--- src/hw/rtl/tvc_pkg.sv ---
// Package of the timed valve controller: mode codes, register indexes and shared types.
package tvc_pkg;

	localparam int unsigned CfgIndexWidth = 4;
	localparam int unsigned CfgDataWidth = 24;

	localparam logic [1:0] MODE_OFF = 2'd0;
	localparam logic [1:0] MODE_AUTO = 2'd1;
	localparam logic [1:0] MODE_ON = 2'd2;

	localparam logic [CfgIndexWidth-1:0] CFG_SETPOINT = 4'd0;
	localparam logic [CfgIndexWidth-1:0] CFG_HALF_HYST = 4'd1;
	localparam logic [CfgIndexWidth-1:0] CFG_OPEN_DURATION = 4'd2;
	localparam logic [CfgIndexWidth-1:0] CFG_COOLDOWN = 4'd3;

	localparam logic signed [13:0] SETPOINT_RST = 14'sd1800;
	localparam logic [9:0] HALF_HYST_RST = 10'd10;
	localparam logic [23:0] OPEN_DURATION_RST = 24'd10000;
	localparam logic [23:0] COOLDOWN_RST = 24'd120000;

	typedef struct packed {
		logic signed [13:0] setpoint;
		logic [9:0] half_hysteresis;
		logic [23:0] open_duration;
		logic [23:0] cooldown;
	} cfg_t;

	typedef struct packed {
		logic switch_a;
		logic switch_b;
		logic temp_valid;
		logic signed [14:0] temperature;
	} tick_t;

	typedef struct packed {
		logic valve_open;
		logic [1:0] mode;
		logic mode_changed;
		logic pulse_active;
	} result_t;

endpackage

--- src/hw/rtl/tvc_if.sv ---
// Channel interfaces of the timed valve controller: tick input, result output, register writes.
interface tvc_tick_if;
	logic valid;
	logic ready;
	logic switch_a;
	logic switch_b;
	logic temp_valid;
	logic signed [14:0] temperature;

	modport source (output valid, switch_a, switch_b, temp_valid, temperature, input ready);
	modport sink (input valid, switch_a, switch_b, temp_valid, temperature, output ready);
endinterface

interface tvc_result_if;
	logic valid;
	logic ready;
	logic valve_open;
	logic [1:0] mode;
	logic mode_changed;
	logic pulse_active;

	modport source (output valid, valve_open, mode, mode_changed, pulse_active, input ready);
	modport sink (input valid, valve_open, mode, mode_changed, pulse_active, output ready);
endinterface

interface tvc_cfg_if;
	logic valid;
	logic ready;
	logic [3:0] index;
	logic [23:0] data;

	modport source (output valid, index, data, input ready);
	modport sink (input valid, index, data, output ready);
endinterface

--- src/hw/rtl/tvc_cfg_regs.sv ---
// Configuration register file of the timed valve controller.
module tvc_cfg_regs
	import tvc_pkg::*;
(
	input  logic clk,
	input  logic arst_n,
	input  logic wr_en,
	input  logic [CfgIndexWidth-1:0] wr_index,
	input  logic [CfgDataWidth-1:0] wr_data,
	output cfg_t cfg
);

	cfg_t cfg_q;

	always_ff @(posedge clk or negedge arst_n) begin
		if (!arst_n) begin
			cfg_q.setpoint <= SETPOINT_RST;
			cfg_q.half_hysteresis <= HALF_HYST_RST;
			cfg_q.open_duration <= OPEN_DURATION_RST;
			cfg_q.cooldown <= COOLDOWN_RST;
		end else if (wr_en) begin
			case (wr_index)
				CFG_SETPOINT: cfg_q.setpoint <= signed'(wr_data[13:0]);
				CFG_HALF_HYST: cfg_q.half_hysteresis <= wr_data[9:0];
				CFG_OPEN_DURATION: cfg_q.open_duration <= wr_data;
				CFG_COOLDOWN: cfg_q.cooldown <= wr_data;
				default: ;
			endcase
		end
	end

	assign cfg = cfg_q;

endmodule

--- src/hw/rtl/tvc_core.sv ---
// Mode decoder, valve state and elapsed-time counters with the result register.
module tvc_core
	import tvc_pkg::*;
#(
	parameter int unsigned COUNTER_WIDTH = 24
) (
	input  logic clk,
	input  logic arst_n,
	input  logic step,
	input  tick_t tick,
	input  cfg_t cfg,
	output result_t result
);

	localparam int unsigned CmpWidth = (COUNTER_WIDTH > 24) ? COUNTER_WIDTH : 24;

	logic [1:0] last_mode_q;
	logic auto_open_q;
	logic valve_q;
	logic [COUNTER_WIDTH-1:0] time_in_state_q;
	logic [COUNTER_WIDTH-1:0] since_open_q;
	logic [COUNTER_WIDTH-1:0] uptime_q;
	result_t result_q;

	logic [1:0] mode;
	logic changed;
	logic hot;
	logic signed [15:0] threshold;
	logic cooled;
	logic pulse_done;
	logic [CmpWidth-1:0] uptime_ext;
	logic [CmpWidth-1:0] cooldown_ext;
	logic auto_open_d;
	logic valve_d;
	logic [COUNTER_WIDTH-1:0] tis_d;
	logic [COUNTER_WIDTH-1:0] so_d;
	logic [COUNTER_WIDTH-1:0] so_entry;

	function automatic logic [COUNTER_WIDTH-1:0] sat_inc(input logic [COUNTER_WIDTH-1:0] x);
		return (&x) ? x : x + 1'b1;
	endfunction

	always_comb begin
		if (!tick.switch_a && tick.switch_b) begin
			mode = MODE_OFF;
		end else if (tick.switch_a && !tick.switch_b) begin
			mode = MODE_ON;
		end else if (tick.switch_a && tick.switch_b) begin
			mode = MODE_AUTO;
		end else begin
			mode = last_mode_q;
		end
	end

	assign changed = (mode != last_mode_q);
	assign threshold = 16'(cfg.setpoint) + signed'({6'd0, cfg.half_hysteresis});
	assign hot = tick.temp_valid && (16'(tick.temperature) > threshold);

	assign uptime_ext = CmpWidth'(uptime_q);
	assign cooldown_ext = CmpWidth'(cfg.cooldown);
	assign so_entry = (uptime_ext >= cooldown_ext) ? COUNTER_WIDTH'(cfg.cooldown) : uptime_q;
	assign cooled = (CmpWidth'(since_open_q) >= cooldown_ext);
	assign pulse_done = (CmpWidth'(time_in_state_q) >= CmpWidth'(cfg.open_duration));

	always_comb begin
		auto_open_d = auto_open_q;
		valve_d = valve_q;
		tis_d = time_in_state_q;
		so_d = since_open_q;
		case (mode)
			MODE_OFF: begin
				auto_open_d = 1'b0;
				valve_d = 1'b0;
				tis_d = '0;
			end
			MODE_ON: begin
				auto_open_d = 1'b0;
				valve_d = 1'b1;
				tis_d = '0;
			end
			default: begin
				if (changed) begin
					so_d = so_entry;
					auto_open_d = 1'b0;
					valve_d = 1'b0;
					tis_d = '0;
					if (hot && (CmpWidth'(so_entry) >= cooldown_ext)) begin
						auto_open_d = 1'b1;
						valve_d = 1'b1;
						so_d = '0;
					end
				end else if (!auto_open_q) begin
					if (cooled && hot) begin
						auto_open_d = 1'b1;
						valve_d = 1'b1;
						tis_d = '0;
						so_d = '0;
					end
				end else if (pulse_done || !tick.temp_valid) begin
					auto_open_d = 1'b0;
					valve_d = 1'b0;
					tis_d = '0;
				end
			end
		endcase
	end

	always_ff @(posedge clk or negedge arst_n) begin
		if (!arst_n) begin
			last_mode_q <= MODE_AUTO;
			auto_open_q <= 1'b0;
			valve_q <= 1'b0;
			time_in_state_q <= '0;
			since_open_q <= '0;
			uptime_q <= '0;
		end else if (step) begin
			last_mode_q <= mode;
			auto_open_q <= auto_open_d;
			valve_q <= valve_d;
			time_in_state_q <= sat_inc(tis_d);
			since_open_q <= sat_inc(so_d);
			uptime_q <= sat_inc(uptime_q);
		end
	end

	always_ff @(posedge clk) begin
		if (step) begin
			result_q.valve_open <= valve_d;
			result_q.mode <= mode;
			result_q.mode_changed <= changed;
			result_q.pulse_active <= auto_open_d;
		end
	end

	assign result = result_q;

endmodule

--- src/hw/rtl/timed_valve_controller.sv ---
// Top level of the timed valve controller: input register, core and output handshake.
// A transferred tick is held in the input register, and its result is then stored in the core's result register.
// Throughput: one tick per cycle while result.ready does not stall the output register.
// A stalled result holds while one further tick waits in the input register.
// Reset (arst_n low, asynchronous) restores the register defaults, AUTO as last mode,
// a closed valve and zeroed counters, and empties both stages.
module timed_valve_controller
	import tvc_pkg::*;
#(
	parameter int unsigned COUNTER_WIDTH = 24
) (
	input  logic clk,
	input  logic arst_n,
	tvc_tick_if.sink tick,
	tvc_result_if.source result,
	tvc_cfg_if.sink cfg
);

	logic valid_s1;
	tick_t tick_s1;
	logic out_valid_q;
	logic out_free;
	logic step;
	cfg_t cfg_regs;
	result_t result_s2;

	assign out_free = !out_valid_q || result.ready;
	assign step = valid_s1 && out_free;
	assign tick.ready = !valid_s1 || out_free;
	assign cfg.ready = 1'b1;

	always_ff @(posedge clk or negedge arst_n) begin
		if (!arst_n) begin
			valid_s1 <= 1'b0;
			out_valid_q <= 1'b0;
		end else begin
			if (tick.ready) begin
				valid_s1 <= tick.valid;
			end
			if (out_free) begin
				out_valid_q <= valid_s1;
			end
		end
	end

	always_ff @(posedge clk) begin
		if (tick.valid && tick.ready) begin
			tick_s1.switch_a <= tick.switch_a;
			tick_s1.switch_b <= tick.switch_b;
			tick_s1.temp_valid <= tick.temp_valid;
			tick_s1.temperature <= tick.temperature;
		end
	end

	tvc_cfg_regs u_cfg_regs (
		.clk      (clk),
		.arst_n   (arst_n),
		.wr_en    (cfg.valid && cfg.ready),
		.wr_index (cfg.index),
		.wr_data  (cfg.data),
		.cfg      (cfg_regs)
	);

	tvc_core #(
		.COUNTER_WIDTH (COUNTER_WIDTH)
	) u_core (
		.clk    (clk),
		.arst_n (arst_n),
		.step   (step),
		.tick   (tick_s1),
		.cfg    (cfg_regs),
		.result (result_s2)
	);

	assign result.valid = out_valid_q;
	assign result.valve_open = result_s2.valve_open;
	assign result.mode = result_s2.mode;
	assign result.mode_changed = result_s2.mode_changed;
	assign result.pulse_active = result_s2.pulse_active;

	a_off_closed: assert property (@(posedge clk) disable iff (!arst_n)
		(result.valid && result.mode == MODE_OFF) |-> !result.valve_open)
		else $error("Valve reported open in OFF mode.");

	a_on_open: assert property (@(posedge clk) disable iff (!arst_n)
		(result.valid && result.mode == MODE_ON) |-> (result.valve_open && !result.pulse_active))
		else $error("ON mode without an open valve or with a pulse active.");

	a_pulse_auto: assert property (@(posedge clk) disable iff (!arst_n)
		(result.valid && result.pulse_active) |-> (result.mode == MODE_AUTO && result.valve_open))
		else $error("Pulse active outside AUTO or with a closed valve.");

	a_step_fills_out: assert property (@(posedge clk) disable iff (!arst_n)
		step |=> out_valid_q)
		else $error("Result lost after a state update.");

endmodule
--- src/flat_wrapper.sv ---
// flat-port wrapper written by rule: the top's interface ports become plain ports
module timed_valve_controller_flat import tvc_pkg::*;
#(
	parameter int unsigned COUNTER_WIDTH = 24
)
  (clk, arst_n, tick_valid, tick_switch_a, tick_switch_b, tick_temp_valid, tick_temperature, tick_ready, result_valid, result_valve_open, result_mode, result_mode_changed, result_pulse_active, result_ready, cfg_valid, cfg_index, cfg_data, cfg_ready);
  tvc_tick_if tick_i ();
  tvc_result_if result_i ();
  tvc_cfg_if cfg_i ();
  input  logic clk;
  input  logic arst_n;
  input wire logic [$bits(tick_i.valid)-1:0] tick_valid;
  input wire logic [$bits(tick_i.switch_a)-1:0] tick_switch_a;
  input wire logic [$bits(tick_i.switch_b)-1:0] tick_switch_b;
  input wire logic [$bits(tick_i.temp_valid)-1:0] tick_temp_valid;
  input wire logic [$bits(tick_i.temperature)-1:0] tick_temperature;
  output wire logic [$bits(tick_i.ready)-1:0] tick_ready;
  output wire logic [$bits(result_i.valid)-1:0] result_valid;
  output wire logic [$bits(result_i.valve_open)-1:0] result_valve_open;
  output wire logic [$bits(result_i.mode)-1:0] result_mode;
  output wire logic [$bits(result_i.mode_changed)-1:0] result_mode_changed;
  output wire logic [$bits(result_i.pulse_active)-1:0] result_pulse_active;
  input wire logic [$bits(result_i.ready)-1:0] result_ready;
  input wire logic [$bits(cfg_i.valid)-1:0] cfg_valid;
  input wire logic [$bits(cfg_i.index)-1:0] cfg_index;
  input wire logic [$bits(cfg_i.data)-1:0] cfg_data;
  output wire logic [$bits(cfg_i.ready)-1:0] cfg_ready;
  assign tick_i.valid = tick_valid;
  assign tick_i.switch_a = tick_switch_a;
  assign tick_i.switch_b = tick_switch_b;
  assign tick_i.temp_valid = tick_temp_valid;
  assign tick_i.temperature = tick_temperature;
  assign tick_ready = tick_i.ready;
  assign result_valid = result_i.valid;
  assign result_valve_open = result_i.valve_open;
  assign result_mode = result_i.mode;
  assign result_mode_changed = result_i.mode_changed;
  assign result_pulse_active = result_i.pulse_active;
  assign result_i.ready = result_ready;
  assign cfg_i.valid = cfg_valid;
  assign cfg_i.index = cfg_index;
  assign cfg_i.data = cfg_data;
  assign cfg_ready = cfg_i.ready;
  timed_valve_controller #(.COUNTER_WIDTH(COUNTER_WIDTH)) u_core (.clk(clk), .arst_n(arst_n), .tick(tick_i), .result(result_i), .cfg(cfg_i));
endmodule
--- config.mk ---
export PLATFORM = sky130hd
export DESIGN_NAME = timed_valve_controller_flat
export DESIGN_NICKNAME = d
export VERILOG_FILES = /design/src/hw/rtl/tvc_pkg.sv /design/src/hw/rtl/tvc_if.sv /design/src/hw/rtl/tvc_cfg_regs.sv /design/src/hw/rtl/tvc_core.sv /design/src/hw/rtl/timed_valve_controller.sv /design/src/flat_wrapper.sv
export SDC_FILE = /design/constraint.sdc
export NUM_CORES = 1
export LEC_CHECK = 0
export CELL_PAD_IN_SITES_DETAIL_PLACEMENT = 1
export CELL_PAD_IN_SITES_GLOBAL_PLACEMENT = 1
export CORE_UTILIZATION = 31
export DETAILED_ROUTE_END_ITERATION = 8
export DONT_BUFFER_PORTS = 1
export PLACE_DENSITY = 0.6
export REMOVE_ABC_BUFFERS = 1
export SYNTH_ARGS = -nofsm -noshare
export SYNTH_HDL_FRONTEND = slang
export SYNTH_SLANG_ARGS = --single-unit
--- constraint.sdc ---
create_clock -name clk -period 11.16 [get_ports clk]
set_input_delay 2.232 -clock clk [delete_from_list [all_inputs] [get_ports clk]]
set_output_delay 2.232 -clock clk [all_outputs]
set_load 0.1 [all_outputs]
==> results of run 1 <==
critical path, stage by stage (launching register included):
cell and delay [ns]:
sky130_fd_sc_hd__dfstp_2 0.56, sky130_fd_sc_hd__inv_1 0.10, sky130_fd_sc_hd__ha_1 0.30, sky130_fd_sc_hd__nand4_1 0.12, sky130_fd_sc_hd__nor2_1 0.15, sky130_fd_sc_hd__o2111ai_1 0.21
sky130_fd_sc_hd__o21a_2 0.33, sky130_fd_sc_hd__o21ai_4 0.78, sky130_fd_sc_hd__mux2i_1 0.36, sky130_fd_sc_hd__inv_1 0.08, sky130_fd_sc_hd__ha_1 0.29, sky130_fd_sc_hd__a21o_1 0.18
sky130_fd_sc_hd__a21o_1 0.17, sky130_fd_sc_hd__a31oi_1 0.17, sky130_fd_sc_hd__o211ai_1 0.13, sky130_fd_sc_hd__a211oi_2 0.44, sky130_fd_sc_hd__o21a_1 0.70, sky130_fd_sc_hd__a21oi_1 0.30
sky130_fd_sc_hd__nor4_4 0.58, sky130_fd_sc_hd__nand3_1 0.25, sky130_fd_sc_hd__o41ai_1 0.74, sky130_fd_sc_hd__o22ai_1 0.21, sky130_fd_sc_hd__a22o_1 0.22
layer usage:
metal / global-route usage, % / wire length, µm / share of wire (%) / up-vias
li1: - / - / - / 4514
met2: 32.3 / 17100 / 47 / 102
met4: 5.40 / 612 / 1.7 / 0
met3: 2.66 / 830 / 2.3 / 32
met1: 26.5 / 17700 / 49 / 4710
met5: 0 / 0 / 0 / -
worst max path at each step:
| stage | cells after the start | start | slack (ns) | to |
|---|---|---|---|---|
| floorplan | 29 | u_core.u_cfg_regs.cfg[49] | 4.81 | u_core.u_core.time_in_state_q[7] |
| global placement | 21 | u_core.u_cfg_regs.cfg[14] | 3.83 | u_core.u_core.since_open_q[10] |
| detailed placement | 21 | u_core.u_cfg_regs.cfg[14] | 3.74 | u_core.u_core.since_open_q[10] |
| CTS | 21 | u_core.u_cfg_regs.cfg[14] | 3.68 | u_core.u_core.since_open_q[10] |
| global route | 22 | u_core.u_cfg_regs.cfg[14] | 3.10 | u_core.u_core.since_open_q[10] |
| finish | 22 | u_core.u_cfg_regs.cfg[14] | 3.63 | u_core.u_core.since_open_q[10] |
state kept, by name, summed over array words and instances (netlist names):
| signal | cells |
|---|---|
| u_core.u_core.result | 5 |
| u_core.u_cfg_regs.cfg | 72 |
| u_core.u_core.time_in_state_q | 24 |
| u_core.u_core.uptime_ext | 24 |
| u_core.result.valid | 1 |
| u_core.tick_s1 | 18 |
| u_core.u_core.last_mode_q | 2 |
| u_core.u_core.valve_q | 1 |
| u_core.u_core.since_open_q | 24 |
| u_core.u_core.auto_open_q | 1 |
| u_core.valid_s1 | 1 |
cell type report:
class	instances	share of cell area [%]
multi-input combinational	923	53.0
sequential	173	34.4
tap	511	4.92
clock buffer	18	3.30
inverter	92	2.66
clock inverter	14	1.20
timing repair buffer	9	0.520
cell usage after synthesis, drive strengths merged (5+ instances only):
cell / count / share of area (%)
or4: 9 / 0.60
a21oi: 66 / 2.8
nor2: 58 / 1.8
o211ai: 23 / 1.6
xor2: 10 / 0.74
nor4: 8 / 0.60
a211oi: 13 / 0.91
o21bai: 7 / 0.44
nand4: 26 / 1.4
o2111ai: 8 / 0.59
mux2: 61 / 5.8
nor3: 20 / 0.97
nand2: 123 / 3.9
nor2b: 5 / 0.26
o21ai: 72 / 3.1
a2bb2oi: 5 / 0.42
nand3: 40 / 1.7
o22ai: 8 / 0.42
a22o: 10 / 0.74
a31o: 5 / 0.37
mux2i: 23 / 1.9
xnor2: 30 / 2.2
edfxtp: 23 / 5.8
and2: 16 / 0.87
o21a: 12 / 0.77
ha: 124 / 13
clkbuf: 29 / 0.92
a21o: 25 / 1.6
and3: 13 / 0.69
dfstp: 19 / 4.2
a31oi: 12 / 0.63
buf: 7 / 0.39
inv: 91 / 2.9
nand2b: 12 / 0.63
dfrtp: 131 / 28
where the power goes:
| group | leakage [nW] | internal (mW) | switching, mW |
|---|---|---|---|
| combinational | 3.28 | 0.340 | 0.478 |
| clock | 0.290 | 0.318 | 0.300 |
| sequential | 2.08 | 0.760 | 0.125 |
placed cells by master (no fill, tap or decap), drive strengths merged, types with 13 or more instances in the layout:
master    n
dfrtp   131
ha      124
nand2   123
inv      98
o21ai    72
a21oi    66
mux2     61
nor2     58
nand3    40
xnor2    30
nand4    26
a21o     25
mux2i    23
edfxtp   23
o211ai   23
nor3     20
dfstp    19
clkbuf   18
and2     16
and3     13
a211oi   13
kinds of logic after synthesis:
| kind of cell | Yosys count | share of synthesized area, % |
|---|---|---|
| and+or+nand+nor | 348 | 14.7 |
| AOI/OAI and AO/OA | 325 | 19.3 |
| DFF | 173 | 37.7 |
| buffers and inverters | 128 | 4.23 |
| adders and majority gates | 125 | 13.3 |
| muxes | 84 | 7.74 |
| xor gates and xnor gates | 40 | 2.96 |
| other | 1 | 0.0317 |
metrics by stage:
step           util, %  cells  setup WS (ns)  hold slack, ns
2_1_floorplan        -   1188           4.81           0.450
3_3_place_gp      32.9   1708           3.83           0.467
3_5_place_dp      32.9   1708           3.74           0.470
4_1_cts           34.5   1740           3.68           0.485
5_1_grt           34.5   1740           3.10           0.535
6_report          34.5   1740           3.63           0.480
==> metrics list, run 1 <==
* Detail Placement HPWL: 27,700 µm
- Sequential Area: 0.00447 mm²
- For the finished layout, the period the worst path requires is between 7 and 8 ns.
- Launch instance of the worst min-delay path: u_core.u_core.since_open_q[0]
- Worst setup slack for register-to-register paths: ~3.6 ns
- Number of buffers inserted by post-CTS setup repair: 0
- Summed over all layers, the global routing overflow is 0.
- Number of inserted filler cells in the final layout: 4,331
- Transition time at the pin with the least slew margin: 1.13 ns
* Setup violation total in the final timing report: 0
- STA classifies the critical path endpoint as a flip-flop.
- TritonCTS built the clock tree.
- The initial antenna violation count was 2.
- Clock sinks: 173
- Routed via count: 9,358
- Drt pass-1 iters: 5
- The design draws between 2 and 2.5 mW.
- Pwr dens: ~180 mW/mm²
* Maximum number of pins on one net before global-route repair: 151
- Total negative setup slack: 0 ns
* Number of warnings issued by yosys: 0
* Clock slew at the register clock pins of the worst setup and hold paths: ~0.07 ns
- Setup repair after global routing missed its margin: false
- Setup crit start kind: flip-flop
* Design Area, Final: 0.0130 mm²
- Initial Util: 31.4%
- Horiz. Die Dim: 197 µm
- In this run the deepest clock path goes through 2 buffers.
- Once detail routing completed, the nets flagged for antenna violations numbered 0.
- Port Buf Inserts: 0
- Depth of the worst hold-timing path: 2
- Share of synthesized area occupied by flip-flops and latches: a little under two fifths
* Number of library cell types mapped by synthesis: 94
- The worst hold path terminates at u_core.u_core.since_open_q[0].
- The startpoint identified for the worst register-to-register timing path is u_core.u_cfg_regs.cfg[14].
- In this run, synthesis inferred 23 flip-flops with an integrated enable.
* Worst hold-check path type: reg2reg
- The final count of pins violating max slew is 0.
- The final layout contains 1,392 nets.
* Worst VDD drop: between 0.1 and 0.15 mV
* Crit Reg-Reg Endpoint: u_core.u_core.since_open_q[10]
* Area after detailed placement: about 0.012 mm²
* R2R cell count: 22
- The later pin in the worst-skew pair is clocked with a latency of approximately 0.46 ns.
- For this run, the top clock speed supported by timing is 133 MHz.
- Leakage power: roughly 5.6 nW
- The cell count after synthesis came out at 1,224.
- The average instance in the mapped netlist occupies ~9.7 µm².
- Global Route Usage Sum: approximately 20%
* Total die area: approximately 0.04 mm²
* Fraction of the cycle the final worst path needs: 67.5%
- In the routed layout, each cell is associated on average with a via count of 5.38.
- Max-slew headroom at the worst pin: 24.2%
- Mapped cell area: 0.0118 mm²
* Max-capacitance violation count: 0
- Resized Gates After CTS: 0
* First-pass GRT wire length: 58,000 µm
- Buffers inserted during clock tree synthesis total 17.
- Routed wire per std cell: between 20 and 25 µm
* Skew final: 0.0184 ns
- ANT cells: 0
* Most frequently used flop master after synthesis: sky130_fd_sc_hd__dfrtp_1
* CTS Hold Buffers Added: 0
- Die outline height: 197 µm
* Largest fanout on the critical path: 23
* Startpoint-to-endpoint class of the critical path: reg2reg
- The number of global-route vias before repair was 9,779.
* Result of the run: completed
* Number of rows created at floorplan: 71
- 59 I/O pins were placed.
* Number of remaining DRC errors: 0
* Synthesis-to-finish area growth: 9.73%
- Async SR Flop Fraction: 86.7%
- At the end of routability-driven placement, the weighted congestion stood at around 0.86.
- Library cell used as clock root buffer: sky130_fd_sc_hd__clkbuf_16
* Fraction of final layout cells with drive strength greater than 1: between 10% and 20%
- The multi-input combinational cells in the finished layout cover a total of slightly below 0.007 mm².
- For this block, the initial DRC count from the detailed router was 519.
* Synthesized flop and latch total: 173
* Arrival time worst endpoint: 7.88 ns
- In this run the number of H-tree levels came out at 4.
- Count of final hold-check violations: 0
- Core box area: ~0.038 mm²
- For this block, the routed nets add up to 36,200 µm of wire.
- Data on the critical path is required at its endpoint by 11.51 ns.
No activity file was read; power rests on OpenSTA's default activity.
==> run 2: changes to the inputs <==
PLACE_DENSITY = 0.62   (was 0.6)
clock period = 6.5 ns   (was 11.16 ns; I/O delays follow)
==> run 2 against run 1 <==
Design area increased by 6.1%; wire length is 7.6% higher; critical path depth rose by 7.
==> metrics list, run 2 (same netlist as run 1, synthesis figures left out) <==
* Result of the run: completed
- Launch instance of the worst min-delay path: u_core.u_core.since_open_q[0]
* Count of final hold-check violations: 0 (unchanged)
- The total DRC errors in the routed layout was 0 (unchanged).
- The number of DRC violations after detailed-routing iteration 0 was 618 (+19%).
* Filler-free cell count of the finished design: 1,804 (+3.7%)
- The count of cells along the worst hold path was 2 (unchanged).
* Clock H-tree levels: 4 (unchanged)
* ANT cells: 0 (unchanged)
* Leakage power: 6.05 nW (+7.1%)
* Most common library cell in the layout ignoring fill and taps: sky130_fd_sc_hd__dfrtp_1
- Worst hold-check path type: reg2reg
- The worst ir drop on vdd is 0.200 mV (+87%).
- First-pass GRT wire length: 60,300 µm (+3.9%)
- The detailed placer's ending HPWL came to 29,400 µm (+6.0%).
- The starting density of the core was 31.4% (unchanged).
- The residual overflow from global routing was 0 (unchanged).
- The ratio of cells with drive above 1 in the final layout is 19.0% (+6.4 points).
- The largest individual stage delay along the critical path comes from the cell sky130_fd_sc_hd__nor4_4.
- The via-per-instance ratio came to 5.51 (+2.4%).
* Net total in the final layout: 1,456 (+4.6%)
- The switching power as a share of total power is 39.6% (+0.72 points).
- The required time at the worst-slack endpoint was 6.82 ns (-4.69 ns).
- The number of primary I/O pins came to 59 (unchanged).
- The clock share of power is 25.7% (-0.9 points).
- The number of inserted filler cells in the final layout is 4,333 (+0.046%).
- The pin count of the biggest net entering global routing is 151 (unchanged).
* Number of buffers added by the clock tree synthesis step: 17 (unchanged)
* Reg2reg start: u_core.u_cfg_regs.cfg[48]
- The die span in x came to 197 µm (unchanged).
* Transition time at the pin with the least slew margin: 1.10 ns (-0.0348 ns)
- The cell area after placement came to 0.0128 mm² (+3.0%).
- The worst setup path is of the reg2reg kind.
- Core box area: 0.0377 mm² (unchanged)
- The count of buffers from port buffering is 0 (unchanged).
* Sequential Area: 0.00447 mm² (unchanged)
- In this run the clock root is driven by a sky130_fd_sc_hd__clkbuf_16.
* Antenna violation net count after detailed routing: 0 (unchanged)
- Most frequent cells in the layout: 131 x sky130_fd_sc_hd__dfrtp_1, 122 x sky130_fd_sc_hd__ha_1, 121 x sky130_fd_sc_hd__nand2_1
- Clk buf depth: 2 (unchanged)
* Clock slew at the register clock pins of the worst setup and hold paths: 0.08 ns (about the same)
* Power Internal: 2.54 mW (+79%)
- Setup violation total in the final timing report: 0 (unchanged)
* Routed via count: 9,932 (+6.1%)
- The number of global-route vias before repair is 10,200 (+4.5%).
- Design Area, Final: 0.0138 mm² (+6.1%)
- The instance count after placement with tap cells included was 1,754 (+2.7%).
- STA classifies the critical path endpoint as a flip-flop.
- The overall track demand over capacity in global routing was 20.4% (+0.91 points).
- Pwr dens: 305 mW/mm² (+71%)
- Source-to-sink clock delay at the later pin of the worst-skew pair: 0.46 ns (about the same)
- The area of the multi-input gates is 0.00710 mm² (+3.1%).
* Synthesis-to-finish area growth: 16.4%
- Launching element of the worst setup path: u_core.u_cfg_regs.cfg[48]
- The worst setup path is launched from a flip-flop.
- Largest fanout on the critical path: 21 (-8.7%)
- R2R cell count: 29 (+32%)
* Maximum frequency from static timing analysis: 160 MHz (+20%)
* Power share of the combinational group: 38.4% (+3.2 points)
* Number of rows created at floorplan: 71 (unchanged)
* Routed wire per std cell: 21.6 µm (+3.8%)
- The sequential power share was 36.0% (-2.1 points).
- CTS Hold Buffers Added: 0 (unchanged)
* Clock sinks: 173 (unchanged)
- The number of flip-flops under the largest register name is 72 (unchanged).
- TritonCTS built the clock tree.
- The arrival time of data at the critical path endpoint is 6.58 ns (-1.30 ns).
- Power Total: 4.20 mW (+81%)
- The utilization after layout came to 36.6% (+2.1 points).
* Overall routed net length: 39,000 µm (+7.6%)
- The max-slew headroom at the worst pin came to 26.6% (+2.3 points).
* Fraction of the cycle the final worst path needs: 96.2% (+29 points)
- Antenna violations before repair: 0 (-2)
- The number of search-and-repair iterations in the first detailed-routing pass came to 5 (unchanged).
- The final count of pins violating max slew was 0 (unchanged).
* Skew final: 0.0153 ns (-0.00313 ns)
- Switching power of the nets: 1.67 mW (+84%)
* Max stage delay on crit path: 0.47 ns (-0.31 ns)
- Weighted congestion reported at the end of routability-driven placement: 0.915 (+6.9%)
* Total die area: 0.0390 mm² (unchanged)
- The max-cap check violation count is 0 (unchanged).
- Die outline height: 197 µm (unchanged)
- Min Clock Period, post-route: 6.26 ns (-1.27 ns)
==> run 2: power groups by stage <==
stage / clock network, mW / registers, mW / logic, mW
2_1_floorplan: 0 / 1.46 / 1.04
3_3_place_gp: 0 / 1.52 / 1.43
3_5_place_dp: 0 / 1.53 / 1.49
4_1_cts: 1.11 / 1.51 / 1.51
5_1_grt: 1.15 / 1.54 / 1.78
6_report: 1.08 / 1.51 / 1.61
==> run 2: per-layer routing <==
metal	GRT usage [%]	up-vias	share of wire, %
met5	0	-	0
met4	6.49	0	2.4
met3	3.18	57	3.9
met2	34.0	196	48
met1	27.0	5021	46
li1	-	4658	-
==> run 2: what timing repair did <==
item                                   in CTS  in global routing
endpoints found under the hold margin       0                  0
buffers inserted                            0                 16
gates cloned                                1                  1
pin swaps                                   1                 11
gates resized for setup                     3                 37
setup endpoints to repair                  19                 46
==> run 2: worst max-delay path, delay by kind of cell, from the launching register on <==
kind	cells	cell delay (ns)
compound gates	12	2.02
xor+xnor	1	0.16
fa+ha+maj	3	0.95
buf+inv	4	0.78
flops	1	0.39
simple gates	9	1.75
==> run 2: stage by stage <==
step	setup slack, ns	TNS (ns)	hold slack, ns
detailed placement	-0.127	-0.694	0.471
floorplan	0.146	0	0.450
global route	-0.0414	-0.241	0.510
global placement	-0.0620	-0.125	0.470
CTS	0.0354	0	0.488
finish	0.245	0	0.485
==> run 2: area by class of cell <==
type	count	share of cell area (%)
clock buffer	18	3.27
clock inverter	14	1.21
inverter	92	2.50
multi-input combinational	924	51.5
sequential	173	32.4
tap	511	4.64
timing repair buffer	72	4.46
==> run 2: path summary, 6_finish.rpt <==
kind	end	slack [ns]
hold / removal	u_core.u_core.since_open_q[0]	0.49
setup / recovery	u_core.u_core.since_open_q[22]	0.24
max in group asynchronous	u_core.u_cfg_regs.cfg[37]	5.65
setup reg to reg	u_core.u_core.since_open_q[22]	0.24
hold reg to reg	u_core.u_core.since_open_q[0]	0.49
min in group asynchronous	u_core.u_cfg_regs.cfg[19]	0.54
==> run 3: changes to the inputs <==
ABC_CLOCK_PERIOD_IN_PS = 6500   (was not set)
PLACE_DENSITY = not set   (was 0.62)
PLACE_DENSITY_LB_ADDON = 0.3   (was not set)
==> run 3 against run 2 <==
Sequential share of layout area is 0.64 points higher; clock-buffer cell count grew 1; die area is the same; fmax grew 0.94%; worst hold slack gained 0.024 ns; design area decreased by 2.0%; sequential power about the same; critical path type unchanged; highest routed layer unchanged.
==> metrics list, run 3 (same netlist as run 1, synthesis figures left out) <==
- Overall routed net length: 37,600 µm (-3.6%)
* Skew final: 0.0137 ns (-0.00158 ns)
* CP bufs+invs: 2 (-2)
* Clock H-tree levels: 4 (unchanged)
* Min Clock Period, post-route: 6.20 ns (-0.0579 ns)
* Remaining global-route overflow: 0 (unchanged)
- Maximum number of pins on one net before global-route repair: 151 (unchanged)
- Detail Placement HPWL: 28,200 µm (-3.9%)
* Number of remaining DRC errors: 0 (unchanged)
- Source-to-sink clock delay at the later pin of the worst-skew pair: 0.47 ns (about the same)
- The via-per-instance ratio was 5.49 (-0.25%).
- The final estimated routing congestion in global placement came to 0.892 (-2.5%).
- Largest fanout on the critical path: 16 (-24%)
- The vertical die dimension is 197 µm (unchanged).
* Number of buffers added by the clock tree synthesis step: 17 (unchanged)
* Reg2reg start: u_core.u_cfg_regs.cfg[48]
- Largest register FFs: 72 (unchanged)
- The number of primary I/O pins came to 59 (unchanged).
* Horiz. Die Dim: 197 µm (unchanged)
- Detailed-routed wire length on met2: 17,900 µm (-4.1%)
- The starting density of the core came to 31.4% (unchanged).
* Max-capacitance violation count: 0 (unchanged)
- In the layout the commonest cells are 131 x sky130_fd_sc_hd__dfrtp_1, 122 x sky130_fd_sc_hd__ha_1, 121 x sky130_fd_sc_hd__nand2_1.
- The final design instance area without fill came to 0.0135 mm² (-2.0%).
* Launching element of the worst setup path: u_core.u_cfg_regs.cfg[48]
- The number of DRC violations after detailed-routing iteration 0 is 505 (-18%).
- For this design, the slowest cell found on the critical path is sky130_fd_sc_hd__or4_4.
- Required time of the worst setup path: 6.85 ns (+0.03 ns)
- The wire length the detailed router placed on met1 was 18,200 µm (+1.6%).
- The worst setup margin is 0.303 ns (+0.0579 ns).
* Vias in the first global route: 9,972 (-2.4%)
- Setup violation total in the final timing report: 0 (unchanged)
- The max-slew headroom at the worst pin came to 26.6% (about the same).
* # placed instances: 1,730 (-1.4%)
* Result of the run: completed
* Setup crit start kind: flip-flop
* Library cell used as clock root buffer: sky130_fd_sc_hd__clkbuf_16
- Clock sinks: 173 (unchanged)
- Most common library cell in the layout ignoring fill and taps: sky130_fd_sc_hd__dfrtp_1
- The final instance count without filler cells is 1,771 (-1.8%).
- Count of final hold-check violations: 0 (unchanged)
* Net total in the final layout: 1,423 (-2.3%)
- The worst ir drop on vdd was 0.215 mV (+7.2%).
- Transition time at the pin with the least slew margin: 1.10 ns (+0.000118 ns)
- The clock tree buffer depth came to 2 (unchanged).
- Arrival time worst endpoint: 6.55 ns (-0.03 ns)
- Fraction of final layout cells with drive strength greater than 1: 16.8% (-2.2 points)
- Routed wire per std cell: 21.2 µm (-1.8%)
- The cell area after placement is 0.0126 mm² (-1.4%).
* Max stage delay on crit path: 0.51 ns (+0.04 ns)
- Antenna violation net count after detailed routing: 0 (unchanged)
- The worst slack after detailed placement is -0.0426 ns (+0.0849 ns).
- TritonCTS clock tree: yes
- The floorplan row count is 71 (unchanged).
* Routed via count: 9,726 (-2.1%)
* Worst hold-check path type: reg2reg
- Global Route Usage Sum: 19.8% (-0.62 points)
- The area growth from synthesis to layout is 14.2%.
- The antenna diode instance count was 0 (unchanged).
* Top routing layer in use: met4
* Worst hold slack: 0.509 ns (+0.0241 ns)
- The worst hold path begins at u_core.u_cfg_regs.cfg[34].
- Kind of end point of the critical path: flip-flop
* First-pass GRT wire length: 58,900 µm (-2.4%)
- Clock slew at the register clock pins of the worst setup and hold paths: 0.08 ns (about the same)
* Total die area: 0.0390 mm² (unchanged)
- The standard cell core area is 0.0377 mm² (unchanged).
- The power density over cell area came to 307 mW/mm² (+0.74%).
- Total negative setup slack: 0 ns (unchanged)
* Antenna violations before repair: 1 (+1)
- The final count of pins violating max slew came to 0 (unchanged).
- The achievable frequency came to 161 MHz (+0.94%).
- Port Buf Inserts: 0 (unchanged)
- The number of search-and-repair iterations in the first detailed-routing pass was 5 (unchanged).
- The wire length on met3 was 979 µm (-35%).
- Grouping stages by cell kind, the critical path spends the most delay in compound AO/OA/AOI/OAI gates.
- The share of the clock period used by the worst path after layout came to 95.3% (-0.89 points).
* Leakage power: 5.91 nW (-2.3%)
- The worst setup path is of the reg2reg kind.
-- run 3: cell type report --
type	count	area, µm²
fillers	4360	24100
well taps	511	639
clock inverters	13	169
inverters	92	345
repair buffers	40	347
flip-flops and latches	173	4470
multi-input cells	923	7120
clock buffers	19	433
-- run 3: where the power goes --
group          leakage (nW)  total, mW  switching (mW)  internal [mW]
Sequential             2.08       1.52           0.215           1.30
Clock                 0.296       1.11           0.522          0.585
Combinational          3.53       1.52           0.875          0.649
Total                  5.91       4.15            1.61           2.54
-- run 3: through the flow --
| stage | power, mW | utilization (%) |
|---|---|---|
| final | 4.15 | 35.9 |
| after global routing | 4.43 | 35.9 |
| after CTS | 4.13 | 35.1 |
| after detailed placement | 2.99 | 33.5 |
| after global placement | 2.92 | 33.5 |
| after floorplan | 2.50 | - |
-- run 3: metal layers --
| metal | track usage, % | vias up |
|---|---|---|
| li1 | - | 4577 |
| met1 | 27.4 | 4967 |
| met2 | 32.0 | 142 |
| met3 | 3.14 | 40 |
| met4 | 4.85 | 0 |
| met5 | 0 | - |
-- run 3: what timing repair did --
action | in CTS | in global routing
pin swaps | 1 | 10
hold buffers | 0 | 0
endpoints found under the setup margin | 5 | 42
buffers inserted | 1 | 7
gates resized for setup | 4 | 37
cloned | 0 | 1
-- run 3: worst register-to-register path, delay by kind of cell (launching register included) --
family                     cells  cell delay [ns]
and+or+nand+nor                6             1.18
buffers and inverters          2             0.43
xor gates and xnor gates       1             0.11
DFF                            1             0.40
AOI/OAI and AO/OA             15             2.76
adders and majority gates      4             1.20
-- run 3: final timing paths --
kind,endpoint,slack [ns],cells past startpoint
setup / recovery,u_core.u_core.since_open_q[7],0.30,28
hold / removal,u_core.u_cfg_regs.cfg[34],0.51,2
setup reg to reg,u_core.u_core.since_open_q[7],0.30,28
hold reg to reg,u_core.u_cfg_regs.cfg[34],0.51,2
max in group asynchronous,u_core.u_cfg_regs.cfg[18],5.50,0
min in group asynchronous,u_core.u_core.uptime_ext[20],0.54,0
